===== src/rtl/xalu_pkg.sv =====
// Shared types, constants and helper functions for the x86 integer ALU with flags.
package xalu_pkg;

  typedef enum logic [2:0] {
    MODE_ADD   = 3'd0,
    MODE_SUB   = 3'd1,
    MODE_SBB   = 3'd2,
    MODE_INC   = 3'd3,
    MODE_DEC   = 3'd4,
    MODE_SEXT  = 3'd5,
    MODE_ZEXT  = 3'd6,
    MODE_SFILL = 3'd7
  } mode_t;

  localparam logic [2:0] SIZE_BYTE  = 3'd1;
  localparam logic [2:0] SIZE_WORD  = 3'd2;
  localparam logic [2:0] SIZE_DWORD = 3'd4;

  // EFLAGS bit positions.
  localparam int unsigned FL_CF = 0;
  localparam int unsigned FL_PF = 2;
  localparam int unsigned FL_AF = 4;
  localparam int unsigned FL_ZF = 6;
  localparam int unsigned FL_SF = 7;
  localparam int unsigned FL_OF = 11;

  localparam logic [31:0] UPD_ALL   = 32'h0000_08D5;
  localparam logic [31:0] UPD_NO_CF = 32'h0000_08D4;

  // Decoded operation, held between the decode and adder stages.
  typedef struct packed {
    logic        err;
    mode_t       mode;
    logic [31:0] a;
    logic [31:0] b;
    logic        cin;
    logic [31:0] mask;
    logic [31:0] sign;
    logic [31:0] ext_res;
    logic [31:0] flags;
  } dec_t;

  // Adder output, held between the adder and flag stages.
  typedef struct packed {
    logic        err;
    mode_t       mode;
    logic [31:0] a;
    logic [31:0] b;
    logic [33:0] wide;
    logic [31:0] mask;
    logic [31:0] sign;
    logic [31:0] ext_res;
    logic [31:0] flags;
  } sum_t;

  function automatic logic size_ok(input logic [2:0] s);
    return (s inside {SIZE_BYTE, SIZE_WORD, SIZE_DWORD});
  endfunction

  function automatic logic [31:0] size_mask(input logic [2:0] s);
    logic [31:0] m;
    case (s)
      SIZE_BYTE: m = 32'h0000_00FF;
      SIZE_WORD: m = 32'h0000_FFFF;
      default:   m = 32'hFFFF_FFFF;
    endcase
    return m;
  endfunction

  function automatic logic [31:0] size_sign(input logic [2:0] s);
    logic [31:0] sb;
    case (s)
      SIZE_BYTE: sb = 32'h0000_0080;
      SIZE_WORD: sb = 32'h0000_8000;
      default:   sb = 32'h8000_0000;
    endcase
    return sb;
  endfunction

endpackage


===== src/rtl/x86_integer_alu_flags.sv =====
// Top level of the three-stage x86 integer ALU with EFLAGS derivation.
//
// Usage: one operation enters on the input channel (in_valid/in_ready) with
// its mode, operand sizes, destination and source values and the incoming
// EFLAGS word. Exactly one result beat leaves on the output channel
// (out_valid/out_ready) carrying the masked result, the updated EFLAGS and a
// size error bit. Results leave in the order the operations came in.
// An accepted input beat passes the decode, adder and result registers in
// turn. Throughput is one beat per cycle when the receiver does not stall:
// the three stages are decode and operand extension, the 34-bit
// add/subtract, and flag derivation with the result register.
// Each stage carries its own valid bit and advances whenever the stage ahead
// is empty or moving, so when the receiver holds out_ready low the pipeline
// fills up to three beats and then drops in_ready; nothing is lost or
// repeated. The synchronous active-low reset empties all stages; the
// payload registers are not cleared.
module x86_integer_alu_flags (
  input  logic                 clk,
  input  logic                 rst_n,
  input  logic                 in_valid,
  output logic                 in_ready,
  input  logic [2:0]           in_mode,
  input  logic [2:0]           in_op_size,
  input  logic [31:0]          in_dest_value,
  input  logic [31:0]          in_src_value,
  input  logic [2:0]           in_src_size,
  input  logic [31:0]          in_flags_in,
  output logic                 out_valid,
  input  logic                 out_ready,
  output logic [31:0]          out_result_value,
  output logic [31:0]          out_flags_out,
  output logic                 out_size_error
);
  import xalu_pkg::*;

  // Stage valid bits and payload registers.
  logic        v1_r, v2_r, v3_r;
  dec_t        s1_r, s1_nxt;
  sum_t        s2_r, s2_nxt;
  logic [31:0] res_r, res_nxt;
  logic [31:0] flg_r, flg_nxt;
  logic        err_r, err_nxt;

  logic adv1, adv2, adv3;

  // A stage may load when it is empty or its content moves on this cycle.
  assign adv3     = !v3_r || out_ready;
  assign adv2     = !v2_r || adv3;
  assign adv1     = !v1_r || adv2;
  assign in_ready = adv1;

  // Stage 1: size checks, operand masking and source extension.
  mode_t       mode_in;
  logic        uses_src;
  logic [31:0] m_op, sb_op, m_src, sb_src, a_in, src_m, b_sext;

  always_comb begin
    mode_in  = mode_t'(in_mode);
    uses_src = (mode_in == MODE_ADD) || (mode_in == MODE_SUB) || (mode_in == MODE_SBB) ||
               (mode_in == MODE_SEXT) || (mode_in == MODE_ZEXT);
    m_op     = size_mask(in_op_size);
    sb_op    = size_sign(in_op_size);
    m_src    = size_mask(in_src_size);
    sb_src   = size_sign(in_src_size);
    a_in     = in_dest_value & m_op;
    src_m    = in_src_value & m_src;
    b_sext   = ((src_m & sb_src) != 32'd0) ? ((src_m | ~m_src) & m_op) : (src_m & m_op);

    s1_nxt.err   = !size_ok(in_op_size) ||
                   (uses_src && (!size_ok(in_src_size) || (in_src_size > in_op_size)));
    s1_nxt.mode  = mode_in;
    s1_nxt.a     = a_in;
    s1_nxt.b     = ((mode_in == MODE_INC) || (mode_in == MODE_DEC)) ? 32'd1 : b_sext;
    s1_nxt.cin   = (mode_in == MODE_SBB) ? in_flags_in[FL_CF] : 1'b0;
    s1_nxt.mask  = m_op;
    s1_nxt.sign  = sb_op;
    s1_nxt.flags = in_flags_in;
    case (mode_in)
      MODE_SEXT:  s1_nxt.ext_res = b_sext;
      MODE_ZEXT:  s1_nxt.ext_res = src_m;
      default:    s1_nxt.ext_res = ((a_in & sb_op) != 32'd0) ? m_op : 32'd0;
    endcase
  end

  // Stage 2: 34-bit addition, or subtraction with borrow, selected by the mode.
  logic is_sub1;

  always_comb begin
    is_sub1 = (s1_r.mode == MODE_SUB) || (s1_r.mode == MODE_SBB) || (s1_r.mode == MODE_DEC);
    s2_nxt.err     = s1_r.err;
    s2_nxt.mode    = s1_r.mode;
    s2_nxt.a       = s1_r.a;
    s2_nxt.b       = s1_r.b;
    s2_nxt.mask    = s1_r.mask;
    s2_nxt.sign    = s1_r.sign;
    s2_nxt.ext_res = s1_r.ext_res;
    s2_nxt.flags   = s1_r.flags;
    if (is_sub1) begin
      s2_nxt.wide = {2'b00, s1_r.a} - {2'b00, s1_r.b} - {33'd0, s1_r.cin};
    end else begin
      s2_nxt.wide = {2'b00, s1_r.a} + {2'b00, s1_r.b};
    end
  end

  // Stage 3: flag derivation and merge into the outgoing EFLAGS word.
  logic        is_sub2, is_arith, carry;
  logic [31:0] res_ar, f, upd;

  always_comb begin
    is_sub2  = (s2_r.mode == MODE_SUB) || (s2_r.mode == MODE_SBB) || (s2_r.mode == MODE_DEC);
    is_arith = (s2_r.mode == MODE_ADD) || (s2_r.mode == MODE_INC) || is_sub2;
    res_ar   = s2_r.wide[31:0] & s2_r.mask;
    // A negative difference means a borrow; an add carries past the operand size.
    carry    = is_sub2 ? s2_r.wide[33] : (s2_r.wide[32:0] > {1'b0, s2_r.mask});

    f        = 32'd0;
    f[FL_CF] = carry;
    f[FL_PF] = ~(^res_ar[7:0]);
    f[FL_AF] = s2_r.a[4] ^ s2_r.b[4] ^ res_ar[4];
    f[FL_ZF] = (res_ar == 32'd0);
    f[FL_SF] = ((res_ar & s2_r.sign) != 32'd0);
    if (is_sub2) begin
      f[FL_OF] = (((s2_r.a ^ s2_r.b) & (s2_r.a ^ res_ar) & s2_r.sign) != 32'd0);
    end else begin
      f[FL_OF] = (((s2_r.a ^ res_ar) & (s2_r.b ^ res_ar) & s2_r.sign) != 32'd0);
    end

    // Inc and dec leave the carry flag alone.
    upd = ((s2_r.mode == MODE_INC) || (s2_r.mode == MODE_DEC)) ? UPD_NO_CF : UPD_ALL;

    err_nxt = s2_r.err;
    if (s2_r.err) begin
      res_nxt = 32'd0;
      flg_nxt = s2_r.flags;
    end else if (is_arith) begin
      res_nxt = res_ar;
      flg_nxt = (s2_r.flags & ~upd) | (f & upd);
    end else begin
      res_nxt = s2_r.ext_res;
      flg_nxt = s2_r.flags;
    end
  end

  // Valid bits.
  always_ff @(posedge clk) begin
    if (!rst_n) begin
      v1_r <= 1'b0;
      v2_r <= 1'b0;
      v3_r <= 1'b0;
    end else begin
      if (adv1) v1_r <= in_valid;
      if (adv2) v2_r <= v1_r;
      if (adv3) v3_r <= v2_r;
    end
  end

  // Payload registers.
  always_ff @(posedge clk) begin
    if (adv1 && in_valid) s1_r <= s1_nxt;
    if (adv2 && v1_r)     s2_r <= s2_nxt;
    if (adv3 && v2_r) begin
      res_r <= res_nxt;
      flg_r <= flg_nxt;
      err_r <= err_nxt;
    end
  end

  assign out_valid        = v3_r;
  assign out_result_value = res_r;
  assign out_flags_out    = flg_r;
  assign out_size_error   = err_r;

endmodule


===== config.mk =====
export PLATFORM = sky130hd
export DESIGN_NAME = x86_integer_alu_flags
export DESIGN_NICKNAME = d
export VERILOG_FILES = /design/src/rtl/xalu_pkg.sv /design/src/rtl/x86_integer_alu_flags.sv
export SDC_FILE = /design/constraint.sdc
export NUM_CORES = 1
export LEC_CHECK = 0
export ABC_AREA = 1
export BUFFER_PORTS_ARGS = -buffer_cell sky130_fd_sc_hd__buf_2
export CAP_MARGIN = 30
export CORE_ASPECT_RATIO = 0.9
export CORE_UTILIZATION = 40
export CTS_CLUSTER_SIZE = 12
export DETAILED_ROUTE_END_ITERATION = 7
export PLACE_DENSITY = 0.58
export SLEW_MARGIN = 20
export SYNTH_ARGS = -nofsm -noshare
export SYNTH_HDL_FRONTEND = slang
export SYNTH_SLANG_ARGS = --single-unit

===== constraint.sdc =====
create_clock -name clk -period 7.5 [get_ports clk]
set_input_delay 0.75 -clock clk [delete_from_list [all_inputs] [get_ports clk]]
set_output_delay 0.75 -clock clk [all_outputs]
set_load 0.02 [all_outputs]

* After elaboration in Yosys (flattened, before gate mapping)
Cells that the tools add are included.
** Word-level totals
- Bits in registers :: 495
- Output and inout bits :: 67
- Input bits :: 109
- Word-level logic and storage cells :: 123
** Operators by class
- $add $sub $neg :: 3
- Bitwise logic cells :: 24
- $lt $le $gt $ge :: 2
- Muxes and demuxes :: 14
- Reduce and logical (&&, ||, !) cells :: 37
- Eq/ne operators :: 19
** Operators by type and width (number)
- 32-bit bitwise AND :: 13
- 32-bit case mux with 2 select lines :: 5
- 32-bit two-way mux :: 5
- 32-bit nonzero test :: 5
- 32-bit bitwise XOR :: 3
- 34-bit two-way mux :: 1
- 33-bit by 2-bit subtractor with 34-bit output :: 1
- 32-bit by 32-bit adder with 33-bit output :: 1
- 33-bit by 32-bit greater-than comparator with 1-bit output :: 1
- 32-bit by 32-bit subtractor with 33-bit output :: 1
- 32-bit zero test :: 1
- 12-bit NOT with 32-bit output :: 1
- 32-bit NOT :: 1
- 32-bit by 12-bit bitwise OR with 32-bit output :: 1
- 32-bit bitwise OR :: 1
- 3-bit by 2-bit equality test with 1-bit output (second input constant) :: 7
- 3-bit equality test (second input constant) :: 7
- 1-bit logical OR :: 17
- 3-bit by 1-bit equality test with 1-bit output (second input constant) :: 5
- 12-bit bitwise AND :: 1
- 8-bit XOR reduction :: 1
- 3-bit zero test :: 2
- 3-bit nonzero test :: 2
- 1-bit zero test :: 5
- other kinds (5) :: 11

* Longest topological paths before layout
Gate-level depths: netlist (run 1).
- Depth in word-level cells :: 10
- Mapped depth :: 22
- Gate-level depth less buffers :: 21

* Least setup slack after synthesis (run 1)
Ideal clock, no wire load.
- Path kind :: input -> register
- Start point :: in out_ready
- End point :: reg flg_r[0] (netlist: out_flags_out[0]), enable pin
- Setup time :: 0.510 ns
- Arrival time :: 3.929 ns
- Required time :: 6.990 ns
- Buffers on the path :: 0
- Setup slack :: 3.061 ns
- Cell stages on the path :: 2
- Cells stage by stage :: inv_1 > a21oi_1
** Between the ends
- Cells in the longest elaborated chain, start to end :: 2
** RTL lines
- start, declared :: RTL line x86_integer_alu_flags.sv:29 : input logic out_ready,
- 1-bit logical OR :: RTL line x86_integer_alu_flags.sv:47 : assign adv3 = !v3_r || out_ready;
- 1-bit logical AND :: RTL line x86_integer_alu_flags.sv:161 : if (adv3 && v2_r) begin
- end signal, assigned :: RTL line x86_integer_alu_flags.sv:163 : flg_r <= flg_nxt;
- end, declared :: RTL line x86_integer_alu_flags.sv:41 : logic [31:0] flg_r, flg_nxt;
Every way passes these cells.
A chain may end at the register's enable or synchronous reset.

==> results of run 1 <==
==> metrics by stage <==
stage / total power, mW / cells / util, % / setup WS [ps] / hold slack, ps
6_report: 5.06 / 2928 / 46.5 / 3580 / 370
4_1_cts: 5.09 / 2926 / 46.4 / 3800 / 345
2_1_floorplan: 2.90 / 2112 / - / 3060 / 400
3_3_place_gp: 3.22 / 2859 / 43.7 / 3800 / 401
3_5_place_dp: 3.24 / 2861 / 43.8 / 3800 / 405
5_1_grt: 5.29 / 2928 / 46.5 / 3690 / 353
==> cell families after synthesis <==
family | after synthesis
AND/OR/NAND/NOR | 966
buffers and inverters | 385
flip-flops | 319
AO/OA/AOI/OAI | 298
adder cells (fa/ha/maj) | 127
XOR/XNOR | 15
multiplexers | 2
==> cells in the final DEF (no fill, tap or decap), types with 6 or more instances in the layout <==
cell / instances
a21oi_1: 120
clkbuf_1: 10
inv_1: 286
edfxtp_1: 316
clkbuf_16: 38
buf_2: 175
nand2_4: 7
xor2_1: 9
o21ai_0: 85
nand3_1: 100
o211ai_1: 21
nand2_2: 39
nor2_1: 182
nor3_1: 20
clkinv_1: 6
nand3_2: 12
nor4_1: 10
nor2_4: 11
nand4_1: 29
o221ai_1: 9
buf_4: 9
nand2_1: 515
xnor2_1: 6
or2_2: 6
o21ai_1: 9
a211oi_1: 10
nor2_2: 17
inv_2: 39
ha_1: 125
o21bai_1: 7
==> worst paths after layout <==
check                   startpoint           endpoint  slack, ps  cells past startpoint
hold reg to reg           s2_r[28]  out_flags_out[28]        410                      0
hold / removal    in_dest_value[0]          s1_r[161]        370                      1
setup reg to reg         s1_r[144]          s2_r[154]       3580                     11
setup / recovery         s1_r[144]          s2_r[154]       3580                     11
==> worst reg2reg max path, stage by stage (launching register included) <==
cell and delay (ps):
edfxtp_1 520, inv_1 80, ha_1 460, inv_1 170
nand2_1 90, nand2_1 80, a21oi_1 460, o21ai_0 190
a221oi_1 610, o21ai_0 430, o21ai_0 380, nand2_1 150
==> layer usage <==
layer	up-vias	GRT usage (%)
met5	-	0
met4	0	8.06
met3	92	4.03
met2	476	34.9
met1	7022	32.2
li1	7370	-
==> power by group through the flow <==
stage	clock network, mW	logic (mW)	registers, mW
floorplan	0	0.716	2.18
global placement	0	1.03	2.20
detailed placement	0	1.04	2.20
CTS	1.88	1.05	2.16
global route	1.95	1.17	2.17
finish	1.84	1.06	2.16
==> registers in the layout, summed over array words and instances (netlist names) <==
register,cells
out_flags_out,32
out_size_error,1
v1_r,1
s2_r,113
out_result_value,32
out_valid,1
s1_r,137
v2_r,1
err_nxt,1
==> final cells by class <==
class                      count  area [um^2]
inverter                     333         1260
timing repair buffer         187         1030
multi-input combinational   1408         7870
sequential                   319         9550
tap                          616          771
clock buffer                  50         1020
clock inverter                15          213
fill                        4465        24900
==> summary.txt, run 1 <==
Outcome
  • Status: completed

Pwr
  • Pint: 3.51 mW
  • Sw Share: 30.7%
  • Clock power frac: between 30 and 40%
  • Switch Pwr: 1.55 mW
  • Combinational power share: 21.0%
  • Leak: 9.58 nW
  • PD cells: 233 nW/um^2
  • Seq pwr share: 42.7%
  • Peak supply drop: 154 uV

Global route
  • Initial antenna violation count: 1
  • Number of global-route vias before repair: 14,400
  • GRT overflow: 0
  • First-pass GRT wire length: 82,900 um
  • Largest net degree at the start of global routing: 76
  • Gr usage total: 22.8%

Die
  • Vert. Die Dim: 208 um
  • Die Area: 48,300 um^2
  • I/O Pins: 176
  • Core area: 46,600 um^2
  • Row cnt: 75
  • Die Wd: 231 um
  • Initial Util: 40.6%

Clock network
  • Clock buffer count from CTS: 37
  • Setup Buffers After CTS: 0
  • Post-CTS Hold Fix Bufs: 0
  • Clock root cell: clkbuf_16
  • Post-CTS sizing: 0
  • CTS Buffer Depth: 3
  • TritonCTS clock tree: yes
  • Clock insertion delay at the later pin of the skew report: 560 ps
  • CTS Sinks: 319
  • H-tree depth: 2
  • Clock-pin slew on the worst setup and hold paths: 60 ps

Route
  • DRC: 0
  • Max Used Layer: met4
  • Vias per cell: 5.11
  • M1 WL: 25,700 um
  • Post-DR wirelength/cell: 18.8 um
  • Initial detailed-routing violation count: between 1,000 and 1,500
  • Final ANT Viol Nets: 0
  • Routed vias: 15,000
  • First-pass DRT Iterations: 5
  • DR WL met3: about 3700 um
  • Met2 wire len: 24,000 um
  • Post-Route WL: roughly 55,000 um

Layout
  • Fraction of final layout cells with drive strength greater than 1: between 15 and 20%
  • Fin area: roughly 22,000 um^2
  • Final net count: 2,522
  • Diode count: 0
  • Area grow syn2layout: 14.5%

Yosys
  • Sequential fraction of the synthesis area: 50.4%
  • Library cells used by synthesis: 62
  • Most used DFF post-synth: edfxtp_1
  • Top cells by count, synth: nand2_1, edfxtp_1, inv_1
  • Syn Inst Count: 2,112
  • Post-Synth Simple-Gate Area: 23.0%
  • Main combinational cell family by area after synthesis: simple AND/OR/NAND/NOR gates
  • Post-Synth XOR/XNOR Area: 0.693%
  • Synth Register Bits: 319
  • Post-Syn Area: 19,000 um^2
  • Post-synth ARST share: 0%
  • Syn avg cell area: 8.97 um^2
  • Post-synthesis compound-gate area fraction: 9.12%
  • Adder-cell share of the synthesized area: 8.46%
  • Share of the synthesized area in the top cell type: between 50 and 60%
  • Post-synth net total: 2,348
  • Most numerous cell in the Yosys netlist: nand2_1
  • Area contributors post-synth: edfxtp_1, nand2_1, ha_1
  • Largest area contributor in the netlist: edfxtp_1
  • Count of flip-flops with a built-in enable after synthesis: 316
  • Synthesis Warnings: 0
  • Mux share of post-synthesis cell area: less than 1%

Place
  • Port Buffers: around 180
  • Placed cell areas: ~20,000 um^2
  • RD Place Congestion: between 1 and 1.5
  • HPWL Detailed: 43,100 um

STA
  • Period utilization: a little over half
  • Tmin final: 3920 ps
  • RSZ-0062 raised after global routing: false
  • Slew margin rel.: 38.6%
  • Final setup TNS: 0 ps
  • Max frequency: about 260 MHz
  • Setup Skew: 21.5 ps
  • Transition time at the pin with the least slew margin: 921 ps
  • Endpoints failing setup: 0
  • Fin. Hold Viols: 0
  • Final-report max-slew violation count: 0

Critical path
  • Req. time, crit path: 7770 ps
  • Critical path's top delay family: compound AO/OA/AOI/OAI gates
  • WS Path Type: reg -> reg
  • Buf/Inv on CP: 2
  • Crit path cell chain: inv_1 > ha_1 > inv_1 > nand2_1 > nand2_1 > a21oi_1 > o21ai_0 > a221oi_1 > o21ai_0 > o21ai_0 > nand2_1
  • Crit path capture type: flip-flop
  • Critical path data arrival time: 4190 ps
  • Critical path's slowest cell: a221oi_1
  • Type of origin of the critical path: flip-flop
  • Slowest stage delay, CP: 610 ps
  • CP Max Fanout: 7

Job
  • Max Cap Viol: 0

Hold path
  • Hold Path Class: in -> reg
(Power assumes the default switching activity.)
==> run 2, diff against run 1 <==
--- a/config.mk
+++ b/config.mk
@@ -5,14 +5,14 @@
 export SDC_FILE = /design/constraint.sdc
 export NUM_CORES = 1
 export LEC_CHECK = 0
-export ABC_AREA = 1
+export ABC_AREA = 0
 export BUFFER_PORTS_ARGS = -buffer_cell sky130_fd_sc_hd__buf_2
 export CAP_MARGIN = 30
 export CORE_ASPECT_RATIO = 0.9
 export CORE_UTILIZATION = 40
 export CTS_CLUSTER_SIZE = 12
 export DETAILED_ROUTE_END_ITERATION = 7
-export PLACE_DENSITY = 0.58
+export PLACE_DENSITY = 0.59
 export SLEW_MARGIN = 20
 export SYNTH_ARGS = -nofsm -noshare
 export SYNTH_HDL_FRONTEND = slang
==> constraint.sdc (replaced) <==
create_clock -name clk -period 3.7 [get_ports clk]
set_input_delay 0.37 -clock clk [delete_from_list [all_inputs] [get_ports clk]]
set_output_delay 0.37 -clock clk [all_outputs]
set_load 0.02 [all_outputs]
==> run 2 against run 1 <==
The flow now finishes with violations (setup timing). Clock power grew 84%. Synthesized area shrank 7.0%. First-iteration DRC count is 18% lower. Sequential power rose by 110%. Final cell count down 15%. Fmax is 0.45% higher. Clock skew hardly changed. Sequential share of layout area fell by 0.94 points. Routed wire length shrank 13%. Combinational power grew to 3.0 times the previous value. Sequential cell count stayed put.
==> summary.txt, run 2 <==
Outcome
  • Status: finished with violations
  • Violated checks: setup timing

Die
  • Die Area: around 45,000 um^2
  • Vert. Die Dim: 201 um
  • Row cnt: 72
  • I/O Pins: 176
  • Initial Util: 40.7%
  • Core area: 43,200 um^2
  • Die Wd: roughly 220 um

Clock network
  • CTS Sinks: 319
  • Clock root cell: clkbuf_16
  • H-tree depth: 2
  • CTS Buffer Depth: 3
  • TritonCTS clock tree: yes
  • Clock buffer count from CTS: 36
  • Clock insertion delay at the later pin of the skew report: 550 ps
  • Clock-pin slew on the worst setup and hold paths: 60 ps

Yosys
  • Post-synth net total: 1,760
  • Most numerous cell in the Yosys netlist: edfxtp_1
  • Syn avg cell area: 11.6 um^2
  • Largest area contributor in the netlist: edfxtp_1
  • Post-synth ARST share: 0%
  • Library cells used by synthesis: approximately 100
  • Post-Syn Area: 17,600 um^2
  • Share of the synthesized area in the top cell type: a little over half
  • Syn Inst Count: around 1,500
  • Most used DFF post-synth: edfxtp_1
  • Synth Register Bits: ~320
  • Area contributors post-synth: edfxtp_1, ha_1, nand2_1
  • Synthesis Warnings: 0
  • Sequential fraction of the synthesis area: 54.2%
  • Count of flip-flops with a built-in enable after synthesis: approximately 320
  • Top cells by count, synth: edfxtp_1, nand2_1, ha_1

Layout
  • Final net count: between 2,000 and 2,500
  • Most flop-heavy register: s1_r
  • Fraction of final layout cells with drive strength greater than 1: 26.6%
  • Fill cell count: roughly 3,900
  • Top flop regs: s1_r: 137 flops, s2_r: 113 flops
  • Max reg flops: 137
  • Area grow syn2layout: 25.9%
  • Most frequent cells in the layout: edfxtp_1, buf_2, buf_4, nand2_1, ha_1
  • Most common cell after layout, fill and taps aside: edfxtp_1

Global route
  • Met3 GRT Util: 3.04%
  • Met1 Usage GRT: slightly above 30%
  • Grt peak-use layer: met2
  • Number of global-route vias before repair: 13,000
  • Initial antenna violation count: 3
  • GRT overflow: 0
  • First-pass GRT wire length: 73,200 um
  • Gr usage total: 21.2%
  • Largest net degree at the start of global routing: 138
  • Met2 GRT Util: 32.8%

STA
  • Tmin final: 3900 ps
  • Slew margin rel.: 35.9%
  • Endpoints failing setup: 15
  • Final-report max-slew violation count: 0
  • Transition time at the pin with the least slew margin: 959 ps
  • RSZ-0062 raised after global routing: true
  • Max frequency: around 260 MHz
  • Setup Skew: 21.3 ps
  • Period utilization: 105%
  • Setup WS post-layout: -202 ps
  • Fin. Hold Viols: 0

Route
  • DRC: 0
  • Final ANT Viol Nets: 0
  • Post-DR wirelength/cell: between 15 and 20 um
  • Post-Route WL: 48,100 um
  • Vias per cell: about 5.4
  • Routed vias: 13,300
  • Initial detailed-routing violation count: roughly 900
  • First-pass DRT Iterations: 5

Critical path
  • CP Max Fanout: 4
  • Critical path data arrival time: 4200 ps
  • Reg2reg start: s1_r[129]
  • Worst r2r dst: s2_r[150]
  • Type of origin of the critical path: flip-flop
  • Crit path capture type: flip-flop
  • WS Path Type: reg -> reg
  • R2r worst-path depth: 14
  • Reg2Reg Setup Slack: -200 ps
  • Req. time, crit path: 3990 ps

Hold path
  • Hold Crit Depth: 1
  • Worst Hold End: s1_r[7]
  • Hold path startpoint: in_flags_in[7]
  • Hold Path Class: in -> reg

Pwr
  • Peak supply drop: 265 uV
  • Design Power: 11.1 mW
  • Leak: 8.98 nW
  • PD cells: roughly 500 nW/um^2

Place
  • HPWL Detailed: 36,400 um
  • Place WS: -241 ps
  • Port Buffers: 175
  • RD Place Congestion: about 0.90

Job
  • Max Cap Viol: 0
run 2: worst max-delay path by stage:
stage,from,to,slack [ps]
4_1_cts,s1_r[130],s2_r[158],-190
3_3_place_gp,s1_r[165],s2_r[159],-150
2_1_floorplan,s1_r[129],s2_r[150],-110
3_5_place_dp,s1_r[129],s2_r[155],-240
5_1_grt,s1_r[129],s2_r[150],-330
6_report,s1_r[129],s2_r[150],-200
run 2: cell families after synthesis:
| group | synth area share [%] |
|---|---|
| AND/OR/NAND/NOR | 14.1 |
| AO/OA/AOI/OAI | 14.7 |
| flip-flops | 54.2 |
| buffers and inverters | 3.48 |
| adder cells (fa/ha/maj) | 9.11 |
| XOR/XNOR | 3.53 |
| multiplexers | 0.973 |
run 2: where the power goes:
part           leakage, nW  internal (mW)  switching, mW
combinational         5.44           1.37           1.81
clock                0.523           1.99           1.39
sequential            3.02           4.36          0.144
run 2: worst max-delay path, stage by stage, from the launching register on:
cell	delay (ps)
edfxtp_1	440
ha_4	190
fa_2	340
and2b_4	270
o221ai_4	130
buf_6	150
a22o_1	200
o31a_1	340
buf_6	150
xnor2_4	210
nand4_4	140
or4_4	600
nor3_1	240
o31ai_2	100
xnor2_1	150
run 2: metal layers:
metal	vias to the layer above	wire length, um	share of wire, %
met5	-	12	0.025
li1	6413	-	-
met2	394	21400	45
met4	2	1180	2.4
met3	77	2670	5.5
met1	6392	22800	47
run 2: layout make-up:
class	instances	area, um^2	area share [%]
antenna	3	7.51	0.0339
clock inverter	13	151	0.683
sequential	319	9550	43.1
clock buffer	44	931	4.20
multi-input combinational	1065	7800	35.2
tap	555	694	3.13
inverter	81	304	1.37
timing repair buffer	400	2730	12.3
run 2: timing repair:
item | 4_1_cts | 5_1_grt
setup endpoints to repair | 18 | 21
pin swaps | 11 | 32
gates resized for setup | 25 | 53
setup buffers | 8 | 12
hold buffers | 37 | 0
endpoints found under the hold margin | 37 | 0
run 2: through the flow:
step                      setup TNS [ps]  utilization [%]  cells  instance area (um^2)  hold slack [ps]
after floorplan                     -180                -   1524                 17700              400
after global placement             -1060             46.8   2365                 20200              400
after detailed placement           -2290             46.9   2366                 20300              405
after CTS                          -1590             50.6   2468                 21900             6.81
after global routing               -3820             51.3   2478                 22200             18.5
final                              -1760             51.3   2480                 22200             33.9
